--- src/hw/rtl/tpd_pkg.sv ---
// ----------------------------------------------------------------------------
// Touch packet decoder package
// Shared types, codes and constants of the touch packet decoder.
// ----------------------------------------------------------------------------
package tpd_pkg;

	localparam int LEN_W = 6;
	localparam int PTS_W = 3;

	localparam logic [LEN_W-1:0] OFFSET_COUNT = 6'd4;
	localparam logic [LEN_W-1:0] OFFSET_MASK  = 6'd3;
	localparam logic [3:0]       COUNT_NONE   = 4'hF;
	localparam logic [7:0]       MASK_NONE    = 8'hFF;
	localparam logic [15:0]      COORD_EMPTY  = 16'hFFFF;
	localparam logic [7:0]       PRESS_ON     = 8'd200;
	localparam logic [7:0]       PRESS_OFF    = 8'd0;

	localparam logic [LEN_W-1:0] LEN_MIN     = 6'd8;
	localparam logic [LEN_W-1:0] LEN_RESET   = 6'd16;
	localparam logic [PTS_W-1:0] PTS_MIN     = 3'd1;
	localparam logic [PTS_W-1:0] PTS_RESET   = 3'd2;

	typedef enum logic [2:0] {
		CFG_PACKET_LENGTH = 3'd0,
		CFG_POINT_COUNT   = 3'd1,
		CFG_KEEP_XY_ORDER = 3'd2,
		CFG_FLIP_X        = 3'd3,
		CFG_FLIP_Y        = 3'd4,
		CFG_MULTI_MODE    = 3'd5
	} cfg_idx_t;

	typedef enum logic [1:0] {
		KIND_CONTACT = 2'd0,
		KIND_RELEASE = 2'd1,
		KIND_SYNC    = 2'd2
	} kind_t;

	typedef enum logic [3:0] {
		ST_IDLE,
		ST_RD_CNT,
		ST_RD_MASK,
		ST_CHECK,
		ST_PT_RD,
		ST_PT_EVAL,
		ST_PT_EMIT,
		ST_RELEASE,
		ST_SYNC
	} seq_state_t;

	typedef struct packed {
		logic [7:0] data_byte;
	} byte_item_t;

	typedef struct packed {
		kind_t       kind;
		logic [2:0]  point_id;
		logic [15:0] pos_x;
		logic [15:0] pos_y;
		logic [7:0]  pressure;
		logic        last;
	} result_t;

	typedef struct packed {
		logic [LEN_W-1:0] len;
		logic [PTS_W-1:0] pts;
		logic             keep_xy;
		logic             flip_x;
		logic             flip_y;
		logic             multi;
	} cfg_t;

endpackage

--- src/hw/rtl/tpd_stream_if.sv ---
// ----------------------------------------------------------------------------
// Touch packet decoder stream interface
// Valid/ready channel carrying one payload item per transaction.
// ----------------------------------------------------------------------------
interface tpd_stream_if #(
	parameter type T = logic [7:0]
);
	logic valid;
	logic ready;
	T     payload;

	modport source (output valid, output payload, input ready);
	modport sink (input valid, input payload, output ready);
endinterface

--- src/hw/rtl/tpd_store.sv ---
// ----------------------------------------------------------------------------
// Touch packet decoder packet store
// Byte-wide memory with one write port and one registered read port.
// ----------------------------------------------------------------------------
module tpd_store #(
	parameter int DEPTH = 32,
	parameter int AW    = 5
) (
	input  logic          clk,
	input  logic          wr_en,
	input  logic [AW-1:0] wr_addr,
	input  logic [7:0]    wr_data,
	input  logic [AW-1:0] rd_addr,
	output logic [7:0]    rd_data
);

	logic [7:0] mem_q [DEPTH];
	logic [7:0] rd_data_q;

	always_ff @(posedge clk) begin
		if (wr_en) begin
			mem_q[wr_addr] <= wr_data;
		end
		rd_data_q <= mem_q[rd_addr];
	end

	assign rd_data = rd_data_q;

endmodule

--- src/hw/rtl/tpd_sequencer.sv ---
// ----------------------------------------------------------------------------
// Touch packet decoder sequencer
// Reads a stored packet back from memory and emits contact, release and sync
// results through an output register.
// ----------------------------------------------------------------------------
module tpd_sequencer #(
	parameter int MAX_X = 480,
	parameter int MAX_Y = 800
) (
	input  logic                      clk,
	input  logic                      arst_n,
	input  tpd_pkg::cfg_t             cfg,
	input  logic                      start,
	output logic                      idle,
	output logic [tpd_pkg::LEN_W-1:0] rd_addr,
	input  logic [7:0]                rd_data,
	tpd_stream_if.source              result_out
);

	localparam logic [15:0] MAX_X_C = 16'(MAX_X);
	localparam logic [15:0] MAX_Y_C = 16'(MAX_Y);

	typedef struct packed {
		logic [15:0] value;
		logic        in_range;
		logic        empty;
	} axis_t;

	tpd_pkg::seq_state_t state_q, state_d;

	logic [3:0]  count_q;
	logic [7:0]  mask_q;
	logic [7:0]  prev_q;
	logic [2:0]  p_q;
	logic [2:0]  j_q;
	logic        inrange_q;
	logic [31:0] raw_q;
	logic [15:0] pos_x_q;
	logic [15:0] pos_y_q;
	logic        hit_q;
	logic        empty_q;

	logic             out_valid_q;
	tpd_pkg::result_t out_data_q;

	logic             can_load;
	logic             emit;
	logic             more;
	tpd_pkg::result_t emit_data;
	logic [tpd_pkg::LEN_W-1:0] pt_addr;
	logic [3:0]  count_byte;
	logic [7:0]  mask_byte;
	logic [15:0] x_raw;
	logic [15:0] y_raw;
	axis_t       ax;
	axis_t       ay;

	// An empty coordinate is never mirrored; a mirrored value below zero
	// clamps to zero and counts as out of range.
	function automatic axis_t axis_eval(logic [15:0] raw, logic [15:0] maxv, logic flip);
		axis_t r;
		r.empty    = (raw == tpd_pkg::COORD_EMPTY);
		r.in_range = (raw <= maxv);
		if (flip && !r.empty) begin
			r.value = r.in_range ? (maxv - raw) : 16'd0;
		end else begin
			r.value = raw;
		end
		return r;
	endfunction

	assign can_load   = !out_valid_q || result_out.ready;
	assign idle       = (state_q == tpd_pkg::ST_IDLE);
	assign pt_addr    = {1'b0, p_q, j_q[1:0]};
	assign count_byte = (rd_data[3:0] == tpd_pkg::COUNT_NONE) ? 4'd0 : rd_data[3:0];
	assign mask_byte  = (rd_data == tpd_pkg::MASK_NONE) ? 8'd0 : rd_data;
	assign more       = cfg.multi && (({1'b0, p_q} + 4'd1) < {1'b0, cfg.pts});
	assign x_raw      = cfg.keep_xy ? raw_q[31:16] : raw_q[15:0];
	assign y_raw      = cfg.keep_xy ? raw_q[15:0] : raw_q[31:16];
	assign ax         = axis_eval(x_raw, MAX_X_C, cfg.flip_x);
	assign ay         = axis_eval(y_raw, MAX_Y_C, cfg.flip_y);

	always_ff @(posedge clk or negedge arst_n) begin
		if (!arst_n) begin
			state_q <= tpd_pkg::ST_IDLE;
		end else begin
			state_q <= state_d;
		end
	end

	always_comb begin
		state_d            = state_q;
		emit               = 1'b0;
		rd_addr            = '0;
		emit_data.kind     = tpd_pkg::KIND_CONTACT;
		emit_data.point_id = p_q;
		emit_data.pos_x    = pos_x_q;
		emit_data.pos_y    = pos_y_q;
		emit_data.pressure = tpd_pkg::PRESS_ON;
		emit_data.last     = 1'b0;
		case (state_q)
			tpd_pkg::ST_IDLE: begin
				if (start) begin
					state_d = tpd_pkg::ST_RD_CNT;
				end
			end
			tpd_pkg::ST_RD_CNT: begin
				rd_addr = cfg.len - tpd_pkg::OFFSET_COUNT;
				state_d = tpd_pkg::ST_RD_MASK;
			end
			tpd_pkg::ST_RD_MASK: begin
				rd_addr = cfg.len - tpd_pkg::OFFSET_MASK;
				state_d = tpd_pkg::ST_CHECK;
			end
			tpd_pkg::ST_CHECK: begin
				if (count_q > {1'b0, cfg.pts}) begin
					state_d = tpd_pkg::ST_IDLE;
				end else if (cfg.multi || count_q == 4'd1) begin
					state_d = tpd_pkg::ST_PT_RD;
				end else if (count_q == 4'd0) begin
					state_d = tpd_pkg::ST_RELEASE;
				end else begin
					state_d = tpd_pkg::ST_SYNC;
				end
			end
			tpd_pkg::ST_PT_RD: begin
				rd_addr = pt_addr;
				if (j_q == 3'd4) begin
					state_d = tpd_pkg::ST_PT_EVAL;
				end
			end
			tpd_pkg::ST_PT_EVAL: begin
				state_d = tpd_pkg::ST_PT_EMIT;
			end
			tpd_pkg::ST_PT_EMIT: begin
				if (!cfg.multi) begin
					emit = 1'b1;
				end else if (mask_q[p_q] && hit_q) begin
					emit = 1'b1;
				end else if (prev_q[p_q] && empty_q) begin
					emit = 1'b1;
					if (!mask_q[p_q]) begin
						emit_data.kind     = tpd_pkg::KIND_RELEASE;
						emit_data.pos_x    = 16'd0;
						emit_data.pos_y    = 16'd0;
						emit_data.pressure = tpd_pkg::PRESS_OFF;
					end
				end
				if (!emit || can_load) begin
					state_d = more ? tpd_pkg::ST_PT_RD : tpd_pkg::ST_SYNC;
				end
			end
			tpd_pkg::ST_RELEASE: begin
				emit               = 1'b1;
				emit_data.kind     = tpd_pkg::KIND_RELEASE;
				emit_data.point_id = 3'd0;
				emit_data.pos_x    = 16'd0;
				emit_data.pos_y    = 16'd0;
				emit_data.pressure = tpd_pkg::PRESS_OFF;
				if (can_load) begin
					state_d = tpd_pkg::ST_SYNC;
				end
			end
			tpd_pkg::ST_SYNC: begin
				emit               = 1'b1;
				emit_data.kind     = tpd_pkg::KIND_SYNC;
				emit_data.point_id = 3'd0;
				emit_data.pos_x    = 16'd0;
				emit_data.pos_y    = 16'd0;
				emit_data.pressure = tpd_pkg::PRESS_OFF;
				emit_data.last     = 1'b1;
				if (can_load) begin
					state_d = tpd_pkg::ST_IDLE;
				end
			end
			default: begin
				state_d = tpd_pkg::ST_IDLE;
			end
		endcase
	end

	always_ff @(posedge clk or negedge arst_n) begin
		if (!arst_n) begin
			prev_q      <= 8'd0;
			p_q         <= 3'd0;
			j_q         <= 3'd0;
			out_valid_q <= 1'b0;
		end else begin
			case (state_q)
				tpd_pkg::ST_CHECK: begin
					p_q <= 3'd0;
					j_q <= 3'd0;
				end
				tpd_pkg::ST_PT_RD: begin
					j_q <= (j_q == 3'd4) ? 3'd0 : j_q + 3'd1;
				end
				tpd_pkg::ST_PT_EMIT: begin
					if ((!emit || can_load) && more) begin
						p_q <= p_q + 3'd1;
					end
				end
				tpd_pkg::ST_SYNC: begin
					if (can_load) begin
						prev_q <= mask_q;
					end
				end
				default: begin
				end
			endcase
			if (emit && can_load) begin
				out_valid_q <= 1'b1;
			end else if (result_out.ready) begin
				out_valid_q <= 1'b0;
			end
		end
	end

	always_ff @(posedge clk) begin
		case (state_q)
			tpd_pkg::ST_RD_MASK: begin
				count_q <= count_byte;
			end
			tpd_pkg::ST_CHECK: begin
				mask_q <= mask_byte;
			end
			tpd_pkg::ST_PT_RD: begin
				inrange_q <= (pt_addr < cfg.len);
				if (j_q != 3'd0) begin
					raw_q <= {raw_q[23:0], inrange_q ? rd_data : 8'h00};
				end
			end
			tpd_pkg::ST_PT_EVAL: begin
				pos_x_q <= ax.value;
				pos_y_q <= ay.value;
				hit_q   <= ax.in_range && ay.in_range;
				empty_q <= ax.empty && ay.empty;
			end
			default: begin
			end
		endcase
		if (emit && can_load) begin
			out_data_q <= emit_data;
		end
	end

	assign result_out.valid   = out_valid_q;
	assign result_out.payload = out_data_q;

`ifndef SYNTH
	a_point_below_count: assert property (@(posedge clk) disable iff (!arst_n)
		(state_q == tpd_pkg::ST_PT_RD || state_q == tpd_pkg::ST_PT_EVAL ||
		 state_q == tpd_pkg::ST_PT_EMIT) |-> ({1'b0, p_q} < {1'b0, cfg.pts}))
		else $error("point index reached the point count");

	a_fetch_counter_idle: assert property (@(posedge clk) disable iff (!arst_n)
		(state_q != tpd_pkg::ST_PT_RD) |-> (j_q == 3'd0))
		else $error("byte fetch counter not cleared outside the fetch state");

	a_sync_updates_mask: assert property (@(posedge clk) disable iff (!arst_n)
		(state_q == tpd_pkg::ST_SYNC && can_load) |=>
		(state_q == tpd_pkg::ST_IDLE && prev_q == $past(mask_q)))
		else $error("sync transaction did not update the previous mask");
`endif

endmodule

--- src/hw/rtl/touch_packet_decoder.sv ---
// ----------------------------------------------------------------------------
// Touch packet decoder
// Collects event packet bytes into a memory and decodes each completed packet
// into contact, release and sync results.
//
// Channel     Dir  Payload                                     Transaction
// byte_in     in   data_byte                                   valid & ready
// result_out  out  kind, point_id, pos_x, pos_y, pressure, last valid & ready
// cfg         in   cfg_index, cfg_data                         cfg_wr_en
//
// A byte is taken every cycle while no packet is being decoded.
// After the last byte the decoder is busy while it reads the packet back
// through the registered read port of the packet memory and emits its
// results; a dropped packet gives no results.
// A stalled output holds the decoder and therefore the input.
// Reset clears control state only; the packet memory is not cleared.
// ----------------------------------------------------------------------------
module touch_packet_decoder #(
	parameter int MAX_PACKET = 32,
	parameter int MAX_POINTS = 5,
	parameter int MAX_X      = 480,
	parameter int MAX_Y      = 800
) (
	input  logic       clk,
	input  logic       arst_n,
	tpd_stream_if.sink   byte_in,
	tpd_stream_if.source result_out,
	input  logic       cfg_wr_en,
	input  logic [2:0] cfg_index,
	input  logic [5:0] cfg_data
);

	localparam int AW = $clog2(MAX_PACKET);
	localparam logic [6:0] MAX_LEN = 7'(MAX_PACKET);
	localparam logic [3:0] MAX_PTS = 4'(MAX_POINTS);

	logic [5:0] packet_length_q;
	logic [2:0] point_count_q;
	logic       keep_xy_order_q;
	logic       flip_x_q;
	logic       flip_y_q;
	logic       multi_mode_q;

	logic [5:0] byte_idx_q;

	tpd_pkg::cfg_t cfg;
	logic          accept;
	logic          last_byte;
	logic          seq_idle;
	logic [5:0]    rd_addr;
	logic [7:0]    rd_data;

	always_ff @(posedge clk or negedge arst_n) begin
		if (!arst_n) begin
			packet_length_q <= tpd_pkg::LEN_RESET;
			point_count_q   <= tpd_pkg::PTS_RESET;
			keep_xy_order_q <= 1'b0;
			flip_x_q        <= 1'b0;
			flip_y_q        <= 1'b1;
			multi_mode_q    <= 1'b1;
		end else if (cfg_wr_en) begin
			case (cfg_index)
				tpd_pkg::CFG_PACKET_LENGTH: packet_length_q <= cfg_data;
				tpd_pkg::CFG_POINT_COUNT:   point_count_q   <= cfg_data[2:0];
				tpd_pkg::CFG_KEEP_XY_ORDER: keep_xy_order_q <= cfg_data[0];
				tpd_pkg::CFG_FLIP_X:        flip_x_q        <= cfg_data[0];
				tpd_pkg::CFG_FLIP_Y:        flip_y_q        <= cfg_data[0];
				tpd_pkg::CFG_MULTI_MODE:    multi_mode_q    <= cfg_data[0];
				default: begin
				end
			endcase
		end
	end

	always_comb begin
		if (packet_length_q < tpd_pkg::LEN_MIN) begin
			cfg.len = tpd_pkg::LEN_MIN;
		end else if ({1'b0, packet_length_q} > MAX_LEN) begin
			cfg.len = MAX_LEN[5:0];
		end else begin
			cfg.len = packet_length_q;
		end
		if (point_count_q < tpd_pkg::PTS_MIN) begin
			cfg.pts = tpd_pkg::PTS_MIN;
		end else if ({1'b0, point_count_q} > MAX_PTS) begin
			cfg.pts = MAX_PTS[2:0];
		end else begin
			cfg.pts = point_count_q;
		end
		cfg.keep_xy = keep_xy_order_q;
		cfg.flip_x  = flip_x_q;
		cfg.flip_y  = flip_y_q;
		cfg.multi   = multi_mode_q;
	end

	assign byte_in.ready = seq_idle;
	assign accept        = byte_in.valid && seq_idle;
	assign last_byte     = (({1'b0, byte_idx_q} + 7'd1) >= {1'b0, cfg.len});

	always_ff @(posedge clk or negedge arst_n) begin
		if (!arst_n) begin
			byte_idx_q <= 6'd0;
		end else if (accept) begin
			byte_idx_q <= last_byte ? 6'd0 : byte_idx_q + 6'd1;
		end
	end

	tpd_store #(
		.DEPTH (MAX_PACKET),
		.AW    (AW)
	) u_store (
		.clk     (clk),
		.wr_en   (accept && ({1'b0, byte_idx_q} < MAX_LEN)),
		.wr_addr (byte_idx_q[AW-1:0]),
		.wr_data (byte_in.payload.data_byte),
		.rd_addr (rd_addr[AW-1:0]),
		.rd_data (rd_data)
	);

	tpd_sequencer #(
		.MAX_X (MAX_X),
		.MAX_Y (MAX_Y)
	) u_sequencer (
		.clk        (clk),
		.arst_n     (arst_n),
		.cfg        (cfg),
		.start      (accept && last_byte),
		.idle       (seq_idle),
		.rd_addr    (rd_addr),
		.rd_data    (rd_data),
		.result_out (result_out)
	);

`ifndef SYNTH
	a_index_in_store: assert property (@(posedge clk) disable iff (!arst_n)
		({1'b0, byte_idx_q} < MAX_LEN))
		else $error("byte index left the packet store");
`endif

endmodule

--- src/flat_wrapper.sv ---
// flat-port wrapper written by rule: the top's interface ports become plain ports
module touch_packet_decoder_flat 
#(
	parameter int MAX_PACKET = 32,
	parameter int MAX_POINTS = 5,
	parameter int MAX_X      = 480,
	parameter int MAX_Y      = 800
)
  (clk, arst_n, cfg_wr_en, cfg_index, cfg_data, byte_in_valid, byte_in_payload, byte_in_ready, result_out_valid, result_out_payload, result_out_ready);
  tpd_stream_if #(.T(tpd_pkg::byte_item_t)) byte_in_i ();
  tpd_stream_if #(.T(tpd_pkg::result_t)) result_out_i ();
  input  logic clk;
  input  logic arst_n;
  input  logic cfg_wr_en;
  input  logic [2:0] cfg_index;
  input  logic [5:0] cfg_data;
  input wire logic [$bits(byte_in_i.valid)-1:0] byte_in_valid;
  input wire logic [$bits(byte_in_i.payload)-1:0] byte_in_payload;
  output wire logic [$bits(byte_in_i.ready)-1:0] byte_in_ready;
  output wire logic [$bits(result_out_i.valid)-1:0] result_out_valid;
  output wire logic [$bits(result_out_i.payload)-1:0] result_out_payload;
  input wire logic [$bits(result_out_i.ready)-1:0] result_out_ready;
  assign byte_in_i.valid = byte_in_valid;
  assign byte_in_i.payload = byte_in_payload;
  assign byte_in_ready = byte_in_i.ready;
  assign result_out_valid = result_out_i.valid;
  assign result_out_payload = result_out_i.payload;
  assign result_out_i.ready = result_out_ready;
  touch_packet_decoder #(.MAX_PACKET(MAX_PACKET), .MAX_POINTS(MAX_POINTS), .MAX_X(MAX_X), .MAX_Y(MAX_Y)) u_core (.clk(clk), .arst_n(arst_n), .byte_in(byte_in_i), .result_out(result_out_i), .cfg_wr_en(cfg_wr_en), .cfg_index(cfg_index), .cfg_data(cfg_data));
endmodule
--- config.mk ---
export PLATFORM = sky130hd
export DESIGN_NAME = touch_packet_decoder_flat
export DESIGN_NICKNAME = d
export VERILOG_FILES = /design/src/hw/rtl/tpd_pkg.sv /design/src/hw/rtl/tpd_stream_if.sv /design/src/hw/rtl/tpd_store.sv /design/src/hw/rtl/tpd_sequencer.sv /design/src/hw/rtl/touch_packet_decoder.sv /design/src/flat_wrapper.sv
export SDC_FILE = /design/constraint.sdc
export NUM_CORES = 1
export LEC_CHECK = 0
export ABC_AREA = 1
export BUFFER_PORTS_ARGS = -buffer_cell sky130_fd_sc_hd__clkbuf_2
export CAP_MARGIN = 10
export CORE_MARGIN = 2
export CORE_UTILIZATION = 65
export CTS_CLUSTER_SIZE = 10
export DETAILED_ROUTE_END_ITERATION = 10
export GPL_TIMING_DRIVEN = 1
export PLACE_DENSITY = 0.86
export SETUP_SLACK_MARGIN = 0.15
export SLEW_MARGIN = 20
export SYNTH_ARGS = -nofsm -noshare
export SYNTH_HDL_FRONTEND = slang
export SYNTH_SLANG_ARGS = --single-unit
--- constraint.sdc ---
create_clock -name clk -period 5.1 [get_ports clk]
set_input_delay 1.02 -clock clk [delete_from_list [all_inputs] [get_ports clk]]
set_output_delay 1.02 -clock clk [all_outputs]
set_load 0.02 [all_outputs]
==> impl_metrics.prom, run 1 <==
# TYPE chip_impl_metric gauge
chip_impl_metric{name="power.density",unit="nW/µm²"} 530
chip_impl_info{name="cp-end-kind",value="flip-flop"} 1
chip_impl_info{name="grt_setup_unrepaired",value="false"} 1
chip_impl_metric{name="placement.io_buffers",unit=""} 64
chip_impl_metric{name="cp.required",unit="ns"} 5.55
chip_impl_metric{name="synth_cell_type_count",unit=""} 45
chip_impl_info{name="yosys-top-cells-count",value="sky130_fd_sc_hd__inv_1, sky130_fd_sc_hd__nand2_1, sky130_fd_sc_hd__edfxtp_1"} 1
chip_impl_metric{name="detailedRoute.firstPassIterationCount",unit=""} 6
chip_impl_metric{name="rows",unit=""} 64
chip_impl_metric{name="grt_pass1_wl",unit="mm"} 75.6
chip_impl_info{name="status",value="completed"} 1
chip_impl_metric{name="worst_slew_margin_rel",unit="%"} 26.1
chip_impl_info{name="yosysMostFrequentCell",value="sky130_fd_sc_hd__inv_1"} 1
chip_impl_metric{name="n_fill_cell",unit=""} 2136
chip_impl_metric{name="report.final.setup_viol",unit=""} 0
chip_impl_metric{name="multi_input_comb_area",unit="µm²"} 5600
chip_impl_metric{name="vias_per_cell",unit=""} 5.84
chip_impl_metric{name="min_period",unit="ns"} 3.36
chip_impl_metric{name="fp.dieW",unit="µm"} 179
chip_impl_metric{name="leakagePower",unit="nW"} 9.49
chip_impl_info{name="cts_tree",value="done"} 1
chip_impl_info{name="setup.worst_path.start_class",value="flip-flop"} 1
chip_impl_metric{name="routed_wire_length_per_instance",unit="µm"} 18.9
chip_impl_metric{name="synth.ff_latch_count",unit=""} 420
chip_impl_info{name="top_cells_by_area_in_the_synthesized_netlist",value="sky130_fd_sc_hd__edfxtp_1, sky130_fd_sc_hd__inv_1, sky130_fd_sc_hd__nand2_1"} 1
chip_impl_metric{name="cts_bufs_inserted",unit=""} 49
chip_impl_metric{name="crit_fanout",unit=""} 64
chip_impl_metric{name="grt_max_degree",unit=""} 121
chip_impl_metric{name="grt_remaining_overflow",unit=""} 0
chip_impl_metric{name="routed-via-count",unit=""} 14800
chip_impl_metric{name="number_of_drc_markers_in_iteration_0",unit=""} 1849
chip_impl_metric{name="die-area",unit="µm²"} 32200
chip_impl_metric{name="cts_setup_buffers",unit=""} 0
chip_impl_metric{name="post-route-util",unit="%"} 71.9
chip_impl_metric{name="timing.final.hold_violations",unit=""} 0
chip_impl_metric{name="worst-slew-pin-transition",unit="ns"} 1.10
chip_impl_metric{name="antenna_violating_nets_post_route",unit=""} 0
chip_impl_metric{name="drive_gt1_share",unit="%"} 8.15
chip_impl_metric{name="num-nets-final",unit=""} 2147
chip_impl_metric{name="layout.cells.non_filler",unit=""} 2532
chip_impl_metric{name="hpwlAfterDp",unit="mm"} 29.8
chip_impl_metric{name="yosysSeqAreaShare",unit="%"} 61.7
chip_impl_metric{name="number_of_global_route_vias_before_repair",unit=""} 14300
chip_impl_metric{name="grt_util_all_layers",unit="%"} 29.4
chip_impl_metric{name="synth-edff-count",unit=""} 374
chip_impl_metric{name="fin_crit_sh",unit="%"} 65.9
chip_impl_metric{name="synthCells",unit=""} 2063
chip_impl_info{name="crit_path_kind",value="flip-flop to flip-flop"} 1
chip_impl_metric{name="area_added_between_synthesis_and_finish",unit="%"} 9.44
chip_impl_info{name="clockRootBuffer",value="sky130_fd_sc_hd__clkbuf_16"} 1
chip_impl_metric{name="crit_arrival",unit="ns"} 3.81
chip_impl_metric{name="synth.yosys.warnings",unit=""} 0
chip_impl_metric{name="antenna_found_initial",unit=""} 0
chip_impl_metric{name="boundaryPins",unit=""} 70
chip_impl_metric{name="design.core.area",unit="µm²"} 30400
chip_impl_metric{name="gp_congestion",unit=""} 0.918
chip_impl_metric{name="maxClockFrequency",unit="MHz"} 297
chip_impl_metric{name="cts.sink_count",unit=""} 420
chip_impl_metric{name="clock_tree_skew_after_final_layout",unit="ns"} 0.0209
chip_impl_metric{name="max-vdd-ir-drop",unit="mV"} 0.417
chip_impl_metric{name="cts.repair.resized",unit=""} 0
chip_impl_info{name="dominantRegCellSynth",value="sky130_fd_sc_hd__edfxtp_1"} 1
chip_impl_info{name="post_synth_top_area_cell",value="sky130_fd_sc_hd__edfxtp_1"} 1
chip_impl_metric{name="num_antenna_cells",unit=""} 0
chip_impl_metric{name="route.final.wire_length",unit="mm"} 47.8
chip_impl_metric{name="finalMaxSlewViolations",unit=""} 0
chip_impl_metric{name="sequential_cell_area",unit="µm²"} 12300
chip_impl_metric{name="cts_htree_levels",unit=""} 2
chip_impl_metric{name="clock_tree.buffer_depth",unit=""} 3
chip_impl_metric{name="clock_latency_on_the_worst_skew_pair",unit="ns"} 0.57
chip_impl_metric{name="mappedNetlistArea",unit="µm²"} 20000
chip_impl_metric{name="fin_setup_tns",unit="ns"} 0
chip_impl_metric{name="post_cts_hold_buffer_count",unit=""} 0
chip_impl_metric{name="synth.top_cell.area_share",unit="%"} 56.2
chip_impl_metric{name="fp.dieH",unit="µm"} 179
chip_impl_metric{name="maxCapViolCount",unit=""} 0
chip_impl_metric{name="dpl.cell_count",unit=""} 2441
chip_impl_metric{name="initial_utilization",unit="%"} 65.7
chip_impl_info{name="path_type_of_the_worst_min_delay_path",value="flip-flop to flip-flop"} 1
chip_impl_metric{name="ys_async_sr_fraction",unit="%"} 9.05
chip_impl_metric{name="detail_route.drc_violations",unit=""} 0
chip_impl_metric{name="syn_avg_cell_area",unit="µm²"} 9.69
chip_impl_metric{name="cts.reportedPaths.clkPinSlew",unit="ns"} 0.06
## power by group
part           leakage [nW]  total [W]  internal (W)  switching (W)
sequential             3.92    0.00435       0.00414       0.000204
combinational          4.87    0.00408       0.00116        0.00292
clock                 0.692    0.00318       0.00187        0.00131
total                  9.49     0.0116       0.00718        0.00443
## final timing paths
check | slack, ns | end | cells after the start | start
min in group asynchronous | 0.60 | u_core.u_sequencer.p_q[0]$_DFFE_PN0P_ | 1 | arst_n
worst min register to register | 0.46 | u_core.u_sequencer.raw_q[10]$_DFFE_PP_ | 0 | u_core.u_sequencer.raw_q[2]$_SDFFCE_PN0P_
worst max register to register | 1.74 | u_core.u_store.rd_data[2]$_DFF_P_ | 15 | u_core.packet_length_q[4]$_DFFE_PN1P_
worst min-delay path | 0.46 | u_core.u_sequencer.raw_q[10]$_DFFE_PP_ | 0 | u_core.u_sequencer.raw_q[2]$_SDFFCE_PN0P_
max in group asynchronous | 3.95 | u_core.u_sequencer.prev_q[4]$_DFFE_PN0P_ | 1 | arst_n
worst max-delay path | 1.74 | u_core.u_store.rd_data[2]$_DFF_P_ | 15 | u_core.packet_length_q[4]$_DFFE_PN1P_
## registers in the layout, indices dropped and copies added (netlist names), 3 cells and up
signal	flops
u_core.u_sequencer.prev_q	8
u_core.u_sequencer.result_out.payload	39
u_core.u_sequencer.count_q	4
u_core.u_sequencer.pos_y_q	16
u_core.u_sequencer.p_q	3
u_core.u_sequencer.state_q	4
u_core.u_store.rd_data	8
u_core.u_sequencer.raw_q	32
u_core.u_sequencer.j_q	3
u_core.u_sequencer.pos_x_q	16
u_core.u_sequencer.mask_q	8
u_core.byte_idx_q	6
u_core.point_count_q	3
u_core.u_store.mem_q	256
u_core.packet_length_q	6
## critical path, stage by stage, from the launching register on
cell                       delay (ns)
sky130_fd_sc_hd__dfstp_2         0.54
sky130_fd_sc_hd__inv_1           0.07
sky130_fd_sc_hd__nand2_1         0.07
sky130_fd_sc_hd__nand3_1         0.21
sky130_fd_sc_hd__inv_1           0.12
sky130_fd_sc_hd__ha_1            0.23
sky130_fd_sc_hd__nand2_1         0.06
sky130_fd_sc_hd__nand2_1         0.07
sky130_fd_sc_hd__nor2_4          0.12
sky130_fd_sc_hd__clkinv_2        0.78
sky130_fd_sc_hd__nand3_1         0.36
sky130_fd_sc_hd__nand3_1         0.13
sky130_fd_sc_hd__nand3_1         0.22
sky130_fd_sc_hd__nand2_1         0.09
sky130_fd_sc_hd__nand2_1         0.09
sky130_fd_sc_hd__nand2_1         0.07
## cells in the final DEF, fill, tap and decap left out, types with 6 or more instances in the layout
master / instances
sky130_fd_sc_hd__a21oi_1: 20
sky130_fd_sc_hd__buf_4: 9
sky130_fd_sc_hd__clkbuf_1: 35
sky130_fd_sc_hd__clkbuf_16: 50
sky130_fd_sc_hd__clkbuf_2: 63
sky130_fd_sc_hd__dfrtp_1: 34
sky130_fd_sc_hd__dfxtp_1: 8
sky130_fd_sc_hd__edfxtp_1: 374
sky130_fd_sc_hd__ha_1: 29
sky130_fd_sc_hd__inv_1: 405
sky130_fd_sc_hd__inv_2: 9
sky130_fd_sc_hd__nand2_1: 379
sky130_fd_sc_hd__nand3_1: 260
sky130_fd_sc_hd__nand4_1: 130
sky130_fd_sc_hd__nor2_1: 149
sky130_fd_sc_hd__nor3_1: 14
sky130_fd_sc_hd__o21a_1: 10
sky130_fd_sc_hd__o21ai_0: 47
sky130_fd_sc_hd__o21ai_1: 25
sky130_fd_sc_hd__o22ai_1: 6
sky130_fd_sc_hd__xor2_1: 11
## metrics by stage
step                cell area (µm²)  hold WS [ns]  total power [W]  setup WS, ns
global placement              20400         0.434          0.00820          1.92
floorplan                     20000         0.426          0.00728          1.84
detailed placement            20400         0.442          0.00834          1.89
global route                  21900         0.476           0.0122          1.49
finish                        21900         0.455           0.0116          1.74
CTS                           21900         0.454           0.0115          1.86
## layer usage
layer  track usage, %  share of wire, %  vias up
li1                 -                 -     6884
met1             37.3                37     6892
met2             49.3                49      831
met3             5.77               8.8      171
met4             13.7               4.8        0
met5                0                 0        -
## kinds of logic after synthesis
group	count (synthesis)	share of synthesized area (%)
AO/OA/AOI/OAI	121	3.37
XOR/XNOR	14	0.613
adder cells (fa/ha/maj)	29	1.81
buffers and inverters	516	10.6
flip-flops	420	61.7
other	1	0.0187
AND/OR/NAND/NOR	962	21.9
## area by class of cell
type / instances / share of cell area, %
timing repair buffer: 76 / 1.93
sequential: 420 / 56.4
clock inverter: 3 / 0.131
inverter: 418 / 7.17
clock buffer: 88 / 6.51
multi-input combinational: 1131 / 25.6
tap: 396 / 2.26
No activity file was read; power rests on OpenSTA's default activity.
==> run 2: changes to the inputs <==
CORE_UTILIZATION = 62   (was 65)
PLACE_DENSITY = 0.83   (was 0.86)
clock period = 3.5 ns   (was 5.1 ns; I/O delays follow)
==> run 2 against run 1 <==
  * First-iteration DRC count is 18% lower
  * Clock power is 43% higher
  * Global-route usage is 0.96 points lower
  * Flip-flop and latch count stayed put
  * Routed wire length is 1.5% lower
  * Critical path type unchanged
  * Largest power group unchanged
==> impl_metrics.prom, run 2 (same netlist as run 1, synthesis figures left out) <==
# TYPE chip_impl_metric gauge
chip_impl_info{name="status",value="completed"} 1
chip_impl_metric{name="fp.dieW",unit="µm"} 184
chip_impl_metric{name="largest_register_ffs",unit=""} 256
chip_impl_metric{name="multi_input_comb_area",unit="µm²"} 5600
chip_impl_metric{name="antenna_violating_nets_post_route",unit=""} 0
chip_impl_metric{name="dpl-instance-area",unit="µm²"} 20600
chip_impl_metric{name="n_fill_cell",unit=""} 2241
chip_impl_metric{name="cts.reportedPaths.clkPinSlew",unit="ns"} 0.06
chip_impl_metric{name="clock_tree.buffer_depth",unit=""} 3
chip_impl_metric{name="cp.required",unit="ns"} 4.01
chip_impl_metric{name="gp_congestion",unit=""} 0.920
chip_impl_metric{name="crit_arrival",unit="ns"} 3.48
chip_impl_metric{name="placement.io_buffers",unit=""} 64
chip_impl_metric{name="route.final.wire_length",unit="mm"} 47.0
chip_impl_metric{name="die-area",unit="µm²"} 33700
chip_impl_metric{name="min_period",unit="ns"} 2.97
chip_impl_metric{name="timing.final.hold_violations",unit=""} 0
chip_impl_metric{name="detailedRoute.firstPassIterationCount",unit=""} 6
chip_impl_metric{name="report.final.setup_viol",unit=""} 0
chip_impl_metric{name="boundaryPins",unit=""} 70
chip_impl_metric{name="routed-via-count",unit=""} 14800
chip_impl_metric{name="clock_tree_skew_after_final_layout",unit="ns"} 0.0252
chip_impl_metric{name="post_cts_hold_buffer_count",unit=""} 0
chip_impl_metric{name="cts_bufs_inserted",unit=""} 48
chip_impl_metric{name="finish.instance_area",unit="µm²"} 22000
chip_impl_metric{name="antenna_found_initial",unit=""} 0
chip_impl_info{name="path_type_of_the_worst_min_delay_path",value="input port to asynchronous set/reset pin"} 1
chip_impl_metric{name="area_added_between_synthesis_and_finish",unit="%"} 10.1
chip_impl_metric{name="grt_pass1_wl",unit="mm"} 74.2
chip_impl_info{name="grt_setup_unrepaired",value="false"} 1
chip_impl_metric{name="fp.dieH",unit="µm"} 184
chip_impl_info{name="cts_tree",value="done"} 1
chip_impl_metric{name="dpl_worst_slack",unit="ns"} 0.667
chip_impl_metric{name="postLayoutSetupSlackWorst",unit="ns"} 0.530
chip_impl_metric{name="number_of_global_route_vias_before_repair",unit=""} 14300
chip_impl_metric{name="fin_crit_sh",unit="%"} 84.9
chip_impl_metric{name="number_of_drc_markers_in_iteration_0",unit=""} 1523
chip_impl_metric{name="max-vdd-ir-drop",unit="mV"} 0.526
chip_impl_metric{name="grt_max_degree",unit=""} 121
chip_impl_metric{name="clock_latency_on_the_worst_skew_pair",unit="ns"} 0.58
chip_impl_info{name="crit_path_kind",value="flip-flop to flip-flop"} 1
chip_impl_metric{name="maxCapViolCount",unit=""} 0
chip_impl_metric{name="hpwlAfterDp",unit="mm"} 29.5
chip_impl_metric{name="worst_slew_margin_rel",unit="%"} 37.1
chip_impl_metric{name="cts_setup_buffers",unit=""} 0
chip_impl_metric{name="rows",unit=""} 65
chip_impl_metric{name="detail_route.drc_violations",unit=""} 0
chip_impl_info{name="setup.worst_path.start_class",value="flip-flop"} 1
chip_impl_metric{name="power.density",unit="nW/µm²"} 770
chip_impl_metric{name="sequential_cell_area",unit="µm²"} 12300
chip_impl_metric{name="num-nets-final",unit=""} 2162
chip_impl_metric{name="design.core.area",unit="µm²"} 31600
chip_impl_info{name="cp-end-kind",value="flip-flop"} 1
chip_impl_info{name="layout.cells.most_common",value="sky130_fd_sc_hd__inv_1"} 1
chip_impl_metric{name="maxClockFrequency",unit="MHz"} 337
chip_impl_metric{name="cts_htree_levels",unit=""} 2
chip_impl_metric{name="grt_util_all_layers",unit="%"} 28.5
chip_impl_metric{name="vias_per_cell",unit=""} 5.79
chip_impl_metric{name="drive_gt1_share",unit="%"} 8.74
chip_impl_metric{name="finalMaxSlewViolations",unit=""} 0
chip_impl_info{name="clockRootBuffer",value="sky130_fd_sc_hd__clkbuf_16"} 1
chip_impl_metric{name="num_antenna_cells",unit=""} 0
chip_impl_metric{name="routed_wire_length_per_instance",unit="µm"} 18.4
chip_impl_metric{name="cts.repair.resized",unit=""} 0
chip_impl_info{name="most-common-layout-cells",value="sky130_fd_sc_hd__inv_1, sky130_fd_sc_hd__nand2_1, sky130_fd_sc_hd__edfxtp_1"} 1
chip_impl_metric{name="count_of_cells_along_the_worst_register_to_register_path",unit=""} 15
chip_impl_metric{name="fin_setup_tns",unit="ns"} 0
chip_impl_metric{name="cts.sink_count",unit=""} 420
chip_impl_metric{name="grt_remaining_overflow",unit=""} 0
chip_impl_info{name="largest-register",value="u_core.u_store.mem_q"} 1
chip_impl_metric{name="crit_fanout",unit=""} 64
chip_impl_metric{name="worst-slew-pin-transition",unit="ns"} 0.943
chip_impl_metric{name="initial_utilization",unit="%"} 63.2
chip_impl_metric{name="leakagePower",unit="nW"} 9.55
[run 2: final cells by class]
cell class	count	area share, %
inverters	418	7.13
clock inverters	4	0.239
clock buffers	86	6.15
flip-flops and latches	420	56.1
well taps	402	2.29
multi-input cells	1131	25.4
repair buffers	92	2.65
[run 2: power by group]
group / total [W] / internal [W] / switching (W)
combinational: 0.00611 / 0.00180 / 0.00431
sequential: 0.00630 / 0.00604 / 0.000263
clock: 0.00454 / 0.00261 / 0.00193
[run 2: worst paths after layout]
| kind | startpoint | to | slack [ns] |
|---|---|---|---|
| min in group clk | cfg_data[1] | u_core.point_count_q[1]$_DFFE_PN1P_ | 0.37 |
| setup reg to reg | u_core.packet_length_q[4]$_DFFE_PN1P_ | u_core.u_store.rd_data[2]$_DFF_P_ | 0.53 |
| max in group asynchronous | arst_n | u_core.u_sequencer.prev_q[7]$_DFFE_PN0P_ | 2.67 |
| hold reg to reg | u_core.u_sequencer.raw_q[21]$_DFFE_PP_ | u_core.u_sequencer.raw_q[29]$_DFFE_PP_ | 0.46 |
| hold / removal | arst_n | u_core.byte_idx_q[4]$_DFFE_PN0P_ | 0.25 |
| setup / recovery | u_core.packet_length_q[4]$_DFFE_PN1P_ | u_core.u_store.rd_data[2]$_DFF_P_ | 0.53 |
[run 2: worst max-delay path, cell delays in order, from the launching register on]
cell and delay (ns):
sky130_fd_sc_hd__dfstp_2 0.54, sky130_fd_sc_hd__nor2_1 0.05, sky130_fd_sc_hd__nand2_1 0.12, sky130_fd_sc_hd__nand2_1 0.14, sky130_fd_sc_hd__inv_1 0.11, sky130_fd_sc_hd__ha_1 0.23, sky130_fd_sc_hd__nand2_1 0.07, sky130_fd_sc_hd__nand2_1 0.08
sky130_fd_sc_hd__nor2_4 0.10, sky130_fd_sc_hd__buf_4 0.62, sky130_fd_sc_hd__nand3_1 0.30, sky130_fd_sc_hd__nand3_1 0.17, sky130_fd_sc_hd__nand3_1 0.10, sky130_fd_sc_hd__nand2_1 0.13, sky130_fd_sc_hd__nand2_1 0.06, sky130_fd_sc_hd__nand2_1 0.05
[run 2: stage by stage]
step                hold slack, ns  utilization, %  std cells  total power (W)
detailed placement           0.445            65.1       2463           0.0123
floorplan                    0.404               -       2067           0.0106
CTS                          0.293            69.6       2553           0.0169
global placement             0.431            65.1       2463           0.0122
finish                       0.254            69.6       2553           0.0170
global route                 0.325            69.6       2553           0.0178
[run 2: per-layer routing]
metal	up-vias	wire length (µm)	part of all wire, %	global-route usage, %
met5	-	0	0	0
met4	0	2370	5.0	14.3
met3	171	3860	8.2	4.28
met2	763	23300	50	48.7
met1	6928	17500	37	35.6
li1	6915	-	-	-
==> run 3: changes to the inputs <==
CORE_UTILIZATION = 56   (was 62)
PLACE_DENSITY = 0.79   (was 0.83)
clock period = 2.7 ns   (was 3.5 ns; I/O delays follow)
==> run 3 against run 2 <==
  * Count of clock-buffer cells in the layout down 7
  * Critical path type unchanged
  * Core utilization down 5.2 points
  * Final cell count increased by 4.2%
  * Die area increased by 10%
  * Largest cell class unchanged
  * Worst hold slack got worse by 0.16 ns
  * Global-route usage down 2.4 points
  * Register-to-register slack worse by 0.33 ns
  * Critical path depth increased by 1
  * Maximum frequency rose by 19%
==> impl_metrics.prom, run 3 (same netlist as run 1, synthesis figures left out) <==
# TYPE chip_impl_metric gauge
chip_impl_metric{name="detail_route.drc_violations",unit=""} 0
chip_impl_metric{name="min_period",unit="ns"} 2.50
chip_impl_info{name="setup.worst_path.start_class",value="flip-flop"} 1
chip_impl_metric{name="gp_congestion",unit=""} 0.916
chip_impl_info{name="crit_chain",value="inv_1 -> nand2_1 -> nand3_2 -> inv_1 -> ha_1 -> nand2_1 -> nand2_1 -> nor2_4 -> buf_6 -> buf_12 -> nand3_1 -> nand3_1 -> nand3_1 -> nand2_1 -> nand2_1 -> nand2_1"} 1
chip_impl_metric{name="dpl_worst_slack",unit="ns"} 0.113
chip_impl_metric{name="post-route-util",unit="%"} 64.3
chip_impl_info{name="clockRootBuffer",value="sky130_fd_sc_hd__clkbuf_16"} 1
chip_impl_metric{name="grt_max_degree",unit=""} 121
chip_impl_metric{name="crit_arrival",unit="ns"} 3.02
chip_impl_metric{name="cts.reportedPaths.clkPinSlew",unit="ns"} 0.06
chip_impl_metric{name="cp.required",unit="ns"} 3.22
chip_impl_info{name="critPathMostFrequentCell",value="sky130_fd_sc_hd__nand2_1"} 1
chip_impl_metric{name="crit_fanout",unit=""} 16
chip_impl_metric{name="clock_tree.buffer_depth",unit=""} 3
chip_impl_info{name="cts_tree",value="done"} 1
chip_impl_metric{name="initial_utilization",unit="%"} 56.5
chip_impl_metric{name="timing.final.hold_violations",unit=""} 0
chip_impl_metric{name="leakagePower",unit="nW"} 9.94
chip_impl_metric{name="hpwlAfterDp",unit="mm"} 29.4
chip_impl_metric{name="worst_hold_margin",unit="ns"} 0.0891
chip_impl_metric{name="antenna_violating_nets_post_route",unit=""} 0
chip_impl_metric{name="grt_pass1_wl",unit="mm"} 74.6
chip_impl_metric{name="fp.dieH",unit="µm"} 193
chip_impl_info{name="cp-end-kind",value="flip-flop"} 1
chip_impl_metric{name="number_of_global_route_vias_before_repair",unit=""} 14000
chip_impl_info{name="grt_setup_unrepaired",value="true"} 1
chip_impl_metric{name="grt_util_all_layers",unit="%"} 26.1
chip_impl_metric{name="max-vdd-ir-drop",unit="mV"} 0.927
chip_impl_metric{name="worst_slew_margin_rel",unit="%"} 37.9
chip_impl_info{name="largest-register",value="u_core.u_store.mem_q"} 1
chip_impl_metric{name="cts_bufs_inserted",unit=""} 48
chip_impl_metric{name="antenna_found_initial",unit=""} 0
chip_impl_metric{name="grt_remaining_overflow",unit=""} 0
chip_impl_metric{name="rows",unit=""} 69
chip_impl_metric{name="dpl-instance-area",unit="µm²"} 21100
chip_impl_metric{name="routed_wire_length_per_instance",unit="µm"} 18.8
chip_impl_metric{name="number_of_drc_markers_in_iteration_0",unit=""} 1768
chip_impl_metric{name="routed-via-count",unit=""} 15000
chip_impl_metric{name="cts.sink_count",unit=""} 420
chip_impl_metric{name="worst-slew-pin-transition",unit="ns"} 0.932
chip_impl_metric{name="power_frac_comb",unit="%"} 38.0
chip_impl_metric{name="route.final.wire_length",unit="mm"} 50.0
chip_impl_info{name="cpMaxStageDelayCell",value="sky130_fd_sc_hd__dfstp_2"} 1
chip_impl_metric{name="postLayoutSetupSlackWorst",unit="ns"} 0.201
chip_impl_metric{name="clock_tree_skew_after_final_layout",unit="ns"} 0.0215
chip_impl_metric{name="power_frac_clock",unit="%"} 26.1
chip_impl_metric{name="largest_register_ffs",unit=""} 256
chip_impl_info{name="path_type_of_the_worst_min_delay_path",value="input port to asynchronous set/reset pin"} 1
chip_impl_metric{name="vias_per_cell",unit=""} 5.65
chip_impl_metric{name="cts_htree_levels",unit=""} 2
chip_impl_metric{name="n_fill_cell",unit=""} 2714
chip_impl_metric{name="power.density",unit="nW/µm²"} 997
chip_impl_metric{name="maxClockFrequency",unit="MHz"} 400
chip_impl_metric{name="maxCapViolCount",unit=""} 0
chip_impl_metric{name="fin_setup_tns",unit="ns"} 0
chip_impl_metric{name="num_antenna_cells",unit=""} 0
chip_impl_metric{name="power.net_switching",unit="W"} 0.00870
chip_impl_info{name="most-common-layout-cells",value="sky130_fd_sc_hd__inv_1, sky130_fd_sc_hd__nand2_1, sky130_fd_sc_hd__edfxtp_1"} 1
chip_impl_metric{name="finish.instance_area",unit="µm²"} 22800
chip_impl_metric{name="detailedRoute.firstPassIterationCount",unit=""} 6
chip_impl_metric{name="p_seq_share",unit="%"} 35.9
chip_impl_metric{name="fp.dieW",unit="µm"} 193
chip_impl_metric{name="num-nets-final",unit=""} 2220
chip_impl_metric{name="boundaryPins",unit=""} 70
chip_impl_metric{name="power.switching_fraction",unit="%"} 38.3
chip_impl_info{name="layout.cells.most_common",value="sky130_fd_sc_hd__inv_1"} 1
chip_impl_metric{name="area_added_between_synthesis_and_finish",unit="%"} 13.8
chip_impl_info{name="status",value="completed"} 1
chip_impl_metric{name="design.core.area",unit="µm²"} 35400
chip_impl_metric{name="critical-path-max-stage-delay",unit="ns"} 0.54
chip_impl_metric{name="fin_crit_sh",unit="%"} 92.6
chip_impl_metric{name="power.internal",unit="W"} 0.0140
chip_impl_info{name="crit_path_kind",value="flip-flop to flip-flop"} 1
chip_impl_metric{name="clock_latency_on_the_worst_skew_pair",unit="ns"} 0.60
chip_impl_metric{name="die-area",unit="µm²"} 37200
chip_impl_metric{name="drive_gt1_share",unit="%"} 12.1
chip_impl_metric{name="placement.io_buffers",unit=""} 64
chip_impl_metric{name="finalMaxSlewViolations",unit=""} 0
chip_impl_metric{name="report.final.setup_viol",unit=""} 0
==> run 3: area by class of cell <==
cell class              count  area (µm²)  share of cell area [%]
inverters                 418        1580                    6.92
clock buffers              79        1360                    5.97
repair buffers            149        1170                    5.15
multi-input cells        1132        5700                    25.0
flip-flops and latches    420       12300                    54.2
well taps                 461         577                    2.53
clock inverters             2        40.0                   0.176
==> run 3: per-layer routing <==
layer | share of wire (%) | global-route usage, % | up-vias
met5 | 0 | 0 | -
met4 | 4.1 | 10.2 | 0
met3 | 8.3 | 4.31 | 155
met2 | 49 | 44.1 | 764
met1 | 39 | 33.9 | 7091
li1 | - | - | 7033
==> run 3: final timing paths <==
path,slack (ns),depth (start not counted),startpoint,endpoint
worst min register to register,0.46,0,u_core.u_sequencer.raw_q[6]$_SDFFCE_PN0P_,u_core.u_sequencer.raw_q[14]$_DFFE_PP_
worst max-delay path,0.20,16,u_core.packet_length_q[4]$_DFFE_PN1P_,u_core.u_store.rd_data[1]$_DFF_P_
worst min-delay path,0.09,1,arst_n,u_core.byte_idx_q[5]$_DFFE_PN0P_
max in group asynchronous,1.98,1,arst_n,u_core.byte_idx_q[0]$_DFFE_PN0P_
worst max register to register,0.20,16,u_core.packet_length_q[4]$_DFFE_PN1P_,u_core.u_store.rd_data[1]$_DFF_P_
min in group clk,0.21,3,cfg_data[4],u_core.packet_length_q[4]$_DFFE_PN1P_
==> run 3: what timing repair did <==
item	CTS	global route
setup buffers	0	13
gates resized for setup	1	26
hold buffers	0	0
gates cloned	0	6
pin swaps	0	10
setup endpoints to repair	3	32
==> run 3: per-stage QoR <==
| stage | total power (W) | std cells |
|---|---|---|
| global placement | 0.0160 | 2561 |
| finish | 0.0227 | 2661 |
| CTS | 0.0222 | 2642 |
| detailed placement | 0.0162 | 2561 |
| global route | 0.0238 | 2661 |
| floorplan | 0.0138 | 2067 |
==> run 3: critical path, delay by kind of cell, from the launching register on <==
kind	cells	cell delay (ns)
buf+inv	4	0.49
simple gates	11	1.15
flops	1	0.54
fa+ha+maj	1	0.22
==> run 3: power groups by stage <==
stage / clock, W / sequential (W) / combinational, W
after floorplan: 0 / 0.00831 / 0.00545
after global placement: 0 / 0.00824 / 0.00777
after detailed placement: 0 / 0.00826 / 0.00797
after CTS: 0.00602 / 0.00813 / 0.00804
after global routing: 0.00626 / 0.00820 / 0.00938
final: 0.00594 / 0.00815 / 0.00862
